File: src/design/i2a_pkg.sv
// Shared types and codes for the integer-to-ASCII formatter.
// Used by i2a_ctrl, i2a_dp and integer_to_ascii_formatter_top; no dependencies.
package i2a_pkg;

	localparam int VAL_W    = 32;
	localparam int NDIG     = 10;          // BCD digits needed for a 32-bit magnitude
	localparam int BCD_W    = NDIG * 4;
	localparam int STEP_W   = 5;           // counts the VAL_W shift steps
	localparam int PTR_W    = 4;           // indexes the NDIG digits
	localparam int CNT_W    = 4;

	localparam logic [1:0] FUNC_SDEC = 2'd0;
	localparam logic [1:0] FUNC_UDEC = 2'd1;
	localparam logic [1:0] FUNC_HEXL = 2'd2;
	localparam logic [1:0] FUNC_HEXU = 2'd3;

	localparam logic [7:0] CHAR_ZERO  = 8'h30;
	localparam logic [7:0] CHAR_MINUS = 8'h2d;
	localparam logic [7:0] CHAR_ALO   = 8'h57;   // 'a' - 10
	localparam logic [7:0] CHAR_AUP   = 8'h37;   // 'A' - 10

	typedef struct packed {
		logic [1:0]       func;
		logic [VAL_W-1:0] value;
	} item_t;

	typedef struct packed {
		logic [7:0]       char_code;
		logic             last_char;
		logic [CNT_W-1:0] char_count;
	} ascii_t;

	// controller to datapath
	typedef struct packed {
		logic load;
		logic conv_step;
		logic size;
		logic emit;
	} cmd_t;

	// datapath to controller
	typedef struct packed {
		logic item_hex;
		logic conv_done;
		logic emit_last;
		logic out_free;
	} sts_t;

	typedef enum logic [3:0] {
		S_IDLE = 4'b0001,
		S_CONV = 4'b0010,
		S_SIZE = 4'b0100,
		S_EMIT = 4'b1000
	} state_t;

endpackage

File: src/design/i2a_ctrl.sv
// Sequencer for the integer-to-ASCII formatter: load, convert, size, emit.
// Depends on i2a_pkg; drives the command struct of i2a_dp.
module i2a_ctrl (
	input  logic          clk,
	input  logic          arst_n,
	input  logic          item_valid,
	input  i2a_pkg::sts_t sts,
	output i2a_pkg::cmd_t cmd,
	output logic          idle
);
	import i2a_pkg::*;

	state_t state_q, state_d;

	always_ff @(posedge clk or negedge arst_n) begin
		if (!arst_n) begin
			state_q <= S_IDLE;
		end else begin
			state_q <= state_d;
		end
	end

	always_comb begin
		state_d = state_q;
		cmd     = '0;
		unique case (state_q)
			S_IDLE: begin
				if (item_valid) begin
					cmd.load = 1'b1;
					state_d  = sts.item_hex ? S_SIZE : S_CONV;
				end
			end
			S_CONV: begin
				cmd.conv_step = 1'b1;
				if (sts.conv_done) begin
					state_d = S_SIZE;
				end
			end
			S_SIZE: begin
				cmd.size = 1'b1;
				state_d  = S_EMIT;
			end
			S_EMIT: begin
				if (sts.out_free) begin
					cmd.emit = 1'b1;
					if (sts.emit_last) begin
						state_d = S_IDLE;
					end
				end
			end
			default: begin
				state_d = S_IDLE;
			end
		endcase
	end

	assign idle = (state_q == S_IDLE);

endmodule

File: src/design/i2a_dp.sv
// Datapath: magnitude and BCD shift registers (shift-and-add-3), digit
// pointer, sign flag and the output register. Depends on i2a_pkg.
module i2a_dp (
	input  logic            clk,
	input  logic            arst_n,
	input  i2a_pkg::item_t  item,
	input  i2a_pkg::cmd_t   cmd,
	output i2a_pkg::sts_t   sts,
	output logic            ascii_valid,
	input  logic            ascii_stall,
	output i2a_pkg::ascii_t ascii
);
	import i2a_pkg::*;

	logic [VAL_W-1:0]  mag_q;
	logic [BCD_W-1:0]  bcd_q;
	logic [STEP_W-1:0] step_q;
	logic [PTR_W-1:0]  ptr_q;
	logic [CNT_W-1:0]  cnt_q;
	logic              sign_q;
	logic              hex_q;
	logic              upper_q;
	logic              valid_q;
	ascii_t            out_q;

	logic              item_hex;
	logic              item_neg;
	logic [VAL_W-1:0]  item_mag;
	logic [BCD_W-1:0]  bcd_adj;
	logic [PTR_W-1:0]  top_dig;
	logic [3:0]        cur_dig;
	logic [7:0]        cur_char;
	logic              out_free;

	assign item_hex = (item.func == FUNC_HEXL) || (item.func == FUNC_HEXU);
	assign item_neg = (item.func == FUNC_SDEC) && item.value[VAL_W-1];
	assign item_mag = item_neg ? (VAL_W'(0) - item.value) : item.value;

	// add 3 to every digit of 5 or more ahead of the shift
	always_comb begin
		for (int i = 0; i < NDIG; i++) begin
			if (bcd_q[i*4 +: 4] >= 4'd5) begin
				bcd_adj[i*4 +: 4] = bcd_q[i*4 +: 4] + 4'd3;
			end else begin
				bcd_adj[i*4 +: 4] = bcd_q[i*4 +: 4];
			end
		end
	end

	// index of the highest nonzero digit; zero when all digits are zero
	always_comb begin
		top_dig = '0;
		for (int i = 0; i < NDIG; i++) begin
			if (bcd_q[i*4 +: 4] != 4'd0) begin
				top_dig = PTR_W'(i);
			end
		end
	end

	assign cur_dig = bcd_q[ptr_q*4 +: 4];

	always_comb begin
		if (sign_q) begin
			cur_char = CHAR_MINUS;
		end else if (hex_q && cur_dig >= 4'd10) begin
			cur_char = (upper_q ? CHAR_AUP : CHAR_ALO) + {4'd0, cur_dig};
		end else begin
			cur_char = CHAR_ZERO + {4'd0, cur_dig};
		end
	end

	assign out_free = !valid_q || !ascii_stall;

	always_ff @(posedge clk or negedge arst_n) begin
		if (!arst_n) begin
			valid_q <= 1'b0;
			step_q  <= '0;
		end else begin
			if (cmd.emit) begin
				valid_q <= 1'b1;
			end else if (!ascii_stall) begin
				valid_q <= 1'b0;
			end
			if (cmd.load) begin
				step_q <= '0;
			end else if (cmd.conv_step) begin
				step_q <= step_q + STEP_W'(1);
			end
		end
	end

	always_ff @(posedge clk) begin
		if (cmd.load) begin
			sign_q  <= item_neg;
			hex_q   <= item_hex;
			upper_q <= (item.func == FUNC_HEXU);
			mag_q   <= item_mag;
			bcd_q   <= item_hex ? {{(BCD_W-VAL_W){1'b0}}, item.value} : '0;
		end
		if (cmd.conv_step) begin
			{bcd_q, mag_q} <= {bcd_adj[BCD_W-2:0], mag_q, 1'b0};
		end
		if (cmd.size) begin
			ptr_q <= top_dig;
			cnt_q <= '0;
		end
		if (cmd.emit) begin
			out_q.char_code  <= cur_char;
			out_q.last_char  <= !sign_q && (ptr_q == '0);
			out_q.char_count <= cnt_q + CNT_W'(1);
			cnt_q            <= cnt_q + CNT_W'(1);
			if (sign_q) begin
				sign_q <= 1'b0;
			end else begin
				ptr_q <= ptr_q - PTR_W'(1);
			end
		end
	end

	assign sts.item_hex  = item_hex;
	assign sts.conv_done = (step_q == STEP_W'(VAL_W - 1));
	assign sts.emit_last = !sign_q && (ptr_q == '0);
	assign sts.out_free  = out_free;

	assign ascii_valid = valid_q;
	assign ascii       = out_q;

endmodule

File: src/design/integer_to_ascii_formatter_top.sv
// Integer-to-ASCII formatter: one 32-bit value in, its ASCII characters out,
// one character per beat, most significant digit first, no leading zeros. In
// signed mode a negative value leads with '-'. Each beat carries the character,
// a last flag and the running count. The block works on one value at a time:
// the accept cycle, then for decimal modes the shift-and-add-3 steps in the
// BCD register plus a sizing cycle (hex goes straight to sizing), then one
// character per cycle while the output is not stalled. A decimal value gives
// 1 to 11 characters, a hex value 1 to 8. The next value is taken as soon as
// the last character sits in the output register.
// Depends on i2a_pkg, i2a_ctrl and i2a_dp.
module integer_to_ascii_formatter_top (
	input  logic            clk,
	input  logic            arst_n,
	input  logic            item_valid,
	output logic            item_stall,
	input  i2a_pkg::item_t  item,
	output logic            ascii_valid,
	input  logic            ascii_stall,
	output i2a_pkg::ascii_t ascii
);
	import i2a_pkg::*;

	cmd_t cmd;
	sts_t sts;
	logic idle;

	i2a_ctrl u_ctrl (
		.clk        (clk),
		.arst_n     (arst_n),
		.item_valid (item_valid),
		.sts        (sts),
		.cmd        (cmd),
		.idle       (idle)
	);

	i2a_dp u_dp (
		.clk         (clk),
		.arst_n      (arst_n),
		.item        (item),
		.cmd         (cmd),
		.sts         (sts),
		.ascii_valid (ascii_valid),
		.ascii_stall (ascii_stall),
		.ascii       (ascii)
	);

	assign item_stall = !idle;

	// no new value may enter while a value is only partly emitted
	a_no_accept_mid_value: assert property (@(posedge clk) disable iff (!arst_n)
		ascii_valid && !ascii.last_char |-> item_stall)
		else $error("item accepted before the last character was produced");

	a_count_range: assert property (@(posedge clk) disable iff (!arst_n)
		ascii_valid |-> (ascii.char_count != 4'd0) && (ascii.char_count <= 4'd11))
		else $error("character count out of range");

	a_minus_first: assert property (@(posedge clk) disable iff (!arst_n)
		ascii_valid && (ascii.char_code == CHAR_MINUS) |-> (ascii.char_count == 4'd1))
		else $error("minus sign not in first position");

endmodule
File: config.mk
export PLATFORM = sky130hd
export DESIGN_NAME = integer_to_ascii_formatter_top
export DESIGN_NICKNAME = d
export VERILOG_FILES = /design/src/design/i2a_pkg.sv /design/src/design/i2a_ctrl.sv /design/src/design/i2a_dp.sv /design/src/design/integer_to_ascii_formatter_top.sv
export SDC_FILE = /design/constraint.sdc
export NUM_CORES = 1
export LEC_CHECK = 0
export BUFFER_PORTS_ARGS = -buffer_cell sky130_fd_sc_hd__clkbuf_2
export CAP_MARGIN = 15
export CORE_MARGIN = 2
export CORE_UTILIZATION = 45
export CTS_CLUSTER_DIAMETER = 150
export DETAILED_ROUTE_END_ITERATION = 7
export PLACE_DENSITY = 0.7
export SYNTH_ARGS = -nofsm -noshare
export SYNTH_HDL_FRONTEND = slang
export SYNTH_HIERARCHICAL = 1
export SYNTH_SLANG_ARGS = --single-unit
File: constraint.sdc
create_clock -name clk -period 2.6 [get_ports clk]
set_input_delay 0.13 -clock clk [delete_from_list [all_inputs] [get_ports clk]]
set_output_delay 0.13 -clock clk [all_outputs]
set_load 0.05 [all_outputs]
Word level (Yosys, flattened, before mapping):

Index checks and enable logic that the tools add are counted.

* $add $sub $neg: 16
* $mul: 0
* divide/modulo/power cells: 0
* $lt $le $gt $ge: 11
* eq/ne operators: 12
* shifts and indexed selects: 1
* mux-type cells: 51
* bitwise logic cells: 0
* reduce and logical (&&, ||, !) cells: 23

Operators by type and width (count)
* $mux W32: 4
* $mux W4: 20
* $mux W40: 2
* $ge A4 B3 Y1 const B: 10
* $shiftx A40 B7 Y4: 1
* $add A4 B2 Y4 const B: 9
* $reduce_bool A4 Y1: 9
* $sub A1 B32 Y32 const A: 1
* $mux W3: 6
* $pmux W4 S4: 1
* $mux W1: 12
* $mux W5: 2
* $add A8 B4 Y8: 1
* $mux W8: 1
* $add A6 B4 Y7 const A: 1
* $mux W7: 1
* $ne A2 B2 Y1 const B: 3
* $add A5 B1 Y5 const B: 1
* $eq A5 B5 Y1 const B: 1
* $add A4 B1 Y4 const B: 1
* $eq A2 B2 Y1 const B: 2
* $eq A4 B1 Y1 const B: 1
* $eq A4 B2 Y1 const B: 1
* $eq A4 B3 Y1 const B: 1
* 13 further kinds: 22

* bits in registers: 106
* bits in latches: 0
* memory bits (writable): 0
* ROM bits: 0
* input port bits: 38
* output and inout bits: 15
* memories kept: 0

Depth between registers and ports, before layout:

* depth after elaboration: 13
* gate-level depth with buffers: 10

By module:

Netlist, hierarchy kept.

Modules (own cells, without submodules)
* i2a_dp: instances 1, cells each 693, area each 6637.6 um2, sequential area each 2942.8 um2
* i2a_ctrl: instances 1, cells each 30, area each 251.5 um2, sequential area each 101.3 um2
* integer_to_ascii_formatter_top: instances 1, cells each 1, area each 3.8 um2, sequential area each 0.0 um2

Worst setup path after synthesis:

Ideal clock, no wire load.

* path kind: register to register
* from: register u_dp.valid_q, in the netlist u_dp/ascii_valid
* to: register u_dp.ptr_q[3]
* library setup time: 0.091 ns
* arrival time: 2.963 ns
* required time: 2.509 ns
* slack: -0.454 ns
* stages on the path, launching flop included: 10
* period minus slack after synthesis: 3.054 ns
* cells stage by stage: dfrtp_1 -> nand2_1 -> buf_4 -> nand2_1 -> nor3_1 -> nor2b_1 -> buf_1 -> nor2_1 -> o21ba_2 -> a311oi_1

RTL lines
* from (decl): line i2a_dp.sv:23 `logic valid_q;`
* from (signal assigned): line i2a_dp.sv:76 `valid_q <= 1'b0;`
* from (signal assigned): line i2a_dp.sv:80 `valid_q <= 1'b1;`
* from (signal assigned): line i2a_dp.sv:82 `valid_q <= 1'b0;`
* to (signal assigned): line i2a_dp.sv:104 `ptr_q <= top_dig;`
* to (signal assigned): line i2a_dp.sv:115 `ptr_q <= ptr_q - PTR_W'(1);`
* to (decl): line i2a_dp.sv:18 `logic [PTR_W-1:0] ptr_q;`

Final worst setup path:

* from: register u_dp.ptr_q[0]
* to: register u_dp.out_q (netlist bit u_dp/ascii[7]), data pin

* longest elaborated chain between the ends: 4
* elaborated cells between the ends (all ways): 6

Ends and longest elaborated chain
* $shiftx A40 B7 Y4 (*): line i2a_dp.sv:60 `assign cur_dig = bcd_q[ptr_q*4 +: 4];`
* branches (longest 2 deep; another with $add A8 B4 Y8)
* $mux W8 (*): line i2a_dp.sv:65 `end else if (hex_q && cur_dig >= 4'd10) begin`
* to (decl): line i2a_dp.sv:24 `ascii_t out_q;`

Every way passes the cells marked *.
A chain may end at the register's enable or synchronous reset.

==> results_dict.tcl <==
set metrics [dict create \
    tightest_slew_ns 0.6513 \
    synth_edf_count 89 \
    postSynth.asyncResetShare_pct 9.524 \
    slew_headroom_pct 56.48 \
    first_global_vias 5174 \
    num_rows 45 \
    crit_family "multiplexers" \
    grt_pass1_wl_um 25730 \
    wl_per_cell_um 15.75 \
    rsz0062_at_grt "yes" \
    overflow 0 \
    drive_above_1_share_pct 17.67 \
    area_delta_synth_final_pct 14.81 \
    yosysTopAreaCell "edfxtp_1" \
    grtUsageTotal_pct 19.87 \
    p_leak_uw 0.003101 \
    synth_cell_type_count 74 \
    cp_cell_sequence "mux4_2, a22oi_2, o21a_1, inv_2, ha_4, nor4b_4, a211oi_2, mux2_1" \
    synth_fp_nets 790 \
    synth_top_area_share_pct 38.77 \
    worstPathMaxFanout 5 \
    slew_violations 0 \
    antenna_found_initial 0 \
    htree_num_levels 3 \
    critPathArrivalTime_ns 2.65 \
    multi_input_area_mm2 0.003558 \
    fin_crit_ns 2.542 \
    final.fill_count 1391 \
    drt-total-wl_um 15530 \
    cp.buffers_inverters 1 \
    crit_path_end_kind "flip-flop" \
    ys_seq_area_share_pct 44.16 \
    hold_path.class "primary input to flip-flop" \
    regArea_mm2 0.003052 \
    hold_ws_ns 0.03105 \
    cp.required_ns 2.71 \
    cts.sinks 105 \
    via_count 5386 \
    die_y_um 127.8 \
    initialDrtViolationCount 323 \
    max_freq_mhz 393.4 \
    yosys_warnings 6 \
    fp.dieW_um 127.8 \
    fin_util_pct 52.45 \
    coreArea_mm2 0.01509 \
    numCtsBuffers 9 \
    port_buffers 51 \
    drtPass1Iterations 5 \
    clock-root-buffer "clkbuf_16" \
    cts_tree "done" \
    postSynthCellCount 724 \
    startpoint_type "flip-flop" \
    vdd_drop_max_mv 0.4575 \
    drc 0 \
    final.setup_skew_ns 0.008229 \
    outcome "completed" \
    syn_area_per_cell_um2 9.521 \
    place_congestion 0.8796 \
    cts.path.max_buffers 2 \
    io_pins 53 \
    setup_viol 0 \
    ys.flop_type "edfxtp_1" \
    critPathSlowestCell "mux4_2" \
    min_period_over_period_pct 97.76 \
    hold_viol_final 0 \
    crit_type "flip-flop to flip-flop" \
    synth_area_leaders "edfxtp_1 (39%), nand2_1 (5.7%), ha_1 (5.1%)" \
    antenna_cells 0 \
    cts.clk_slew.worst_paths_ns 0.07 \
    clk_latency_ns 0.36 \
    dpl.hpwl_um 11230 \
    ys_ff_latch 105 \
    nNetsFinal 859 \
    yosysMostFrequentCell "nand2_1" \
    max_stage_delay_ns 0.53 \
    postRouteAntennaNets 0 \
    grt_max_degree 59 \
    yosys-top-cells-count "nand2_1 (104), edfxtp_1 (89), nor2_1 (63), o21ai_0 (58), a21oi_1 (41)" \
    post_drt_via_cell_ratio 5.462 \
    start_util_pct 45.68 \
    p_per_area_mw_per_mm2 945.6 \
    syn-cell-area_mm2 0.006893 \
    dieArea_mm2 0.01632 \
    max_cap_viol_count 0 \
]
## registers in the layout, indices dropped and copies added (netlist names)
signal / cells
u_dp/bcd_q: 40
u_dp/step_q: 5
u_dp/hex_q: 1
u_dp/mag_q: 32
u_dp/ascii: 12
u_dp/sign_q: 1
u_dp/ptr_q: 4
u_dp/upper_q: 1
u_ctrl/state_q: 4
u_dp/cnt_q: 4
u_dp/ascii_valid: 1
## layout make-up
type | count | area share [%]
Clock inverter | 3 | 0.3004
Multi-Input combinational cell | 540 | 44.96
Clock buffer | 13 | 3.162
Sequential cell | 105 | 38.56
Tap cell | 188 | 2.972
Inverter | 40 | 1.897
Timing Repair Buffer | 97 | 8.142
## tightest hold or removal path: stages
cell and delay, ns:
clkbuf_2 0.07, nand2_1 0.08, nand2b_1 0.07
## through the flow
| stage | std cells | total power (uW) | setup TNS (ns) | worst slack [ns] | instance area [um^2] |
|---|---|---|---|---|---|
| floorplan | 724 | 5117 | -0.1691 | -0.08966 | 6917 |
| global placement | 968 | 6054 | 0 | 0.02114 | 7602 |
| detailed placement | 968 | 6114 | -0.01623 | -0.01623 | 7602 |
| CTS | 985 | 7456 | 0 | 0.007721 | 7886 |
| global route | 986 | 8009 | -0.08669 | -0.06630 | 7914 |
| finish | 986 | 7483 | 0 | 0.05829 | 7914 |
## per-layer routing
metal / track usage, % / routed length (um)
met1: 26.93 / 7278
met2: 32.15 / 7280
met3: 3.297 / 604
met4: 7.498 / 363
met5: 0 / 0
## where the power goes
part	leakage (uW)	switching, uW	total (uW)	internal, uW
clock	0.000135	623	1310	684
sequential	0.00104	411	2930	2520
combinational	0.00193	1800	3240	1440
## path summary, 6_finish.rpt
path                                from                 to  slack [ns]  cells past startpoint
max                        u_dp/ptr_q[0]      u_dp/ascii[7]        0.06                      8
max in group asynchronous         arst_n  u_ctrl/state_q[0]        2.15                      2
max reg2reg                u_dp/ptr_q[0]      u_dp/ascii[7]        0.06                      8
min                          ascii_stall   u_dp/ascii_valid        0.03                      3
min reg2reg                u_dp/mag_q[0]      u_dp/mag_q[0]        0.51                      2
min in group asynchronous         arst_n  u_ctrl/state_q[1]        0.18                      2
## layout by cell type (no fill, tap or decap), types with 4 or more instances in the layout
| master | instances |
|---|---|
| a21oi_1 | 41 |
| a31oi_1 | 12 |
| and2_1 | 9 |
| and3_1 | 6 |
| buf_4 | 41 |
| clkbuf_16 | 9 |
| clkbuf_2 | 51 |
| dfrtp_1 | 9 |
| dfxtp_1 | 4 |
| edfxtp_1 | 89 |
| ha_1 | 27 |
| inv_1 | 39 |
| mux2i_1 | 31 |
| mux4_2 | 5 |
| nand2_1 | 104 |
| nand2b_1 | 13 |
| nand3_1 | 4 |
| nor2_1 | 63 |
| nor2b_1 | 7 |
| nor3_1 | 19 |
| nor3b_1 | 14 |
| o21ai_0 | 58 |
| xnor2_1 | 34 |
| xor2_1 | 14 |
## cells by family (layout without fill, tap and decap cells)
| logic type | count (synthesis) | in the layout | synth area share (%) |
|---|---|---|---|
| AND/OR/NAND/NOR | 271 | 271 | 19.33 |
| AO/OA/AOI/OAI | 153 | 153 | 13.81 |
| flip-flops | 105 | 105 | 44.16 |
| buffers and inverters | 79 | 153 | 4.719 |
| XOR/XNOR | 48 | 48 | 6.099 |
| multiplexers | 39 | 39 | 6.735 |
| adder cells (fa/ha/maj) | 28 | 28 | 5.083 |
| other | 1 | 1 | 0.05440 |
## repair_timing
| item | in CTS | in global routing |
|---|---|---|
| resized for setup | 0 | 6 |
| hold buffers | 1 | 0 |
| setup buffers | 0 | 1 |
| endpoints found under the hold margin | 10 | 0 |
| endpoints found under the setup margin | 2 | 6 |
| pin swaps | 1 | 1 |
Note: power is estimated with default switching activity, not from simulation.
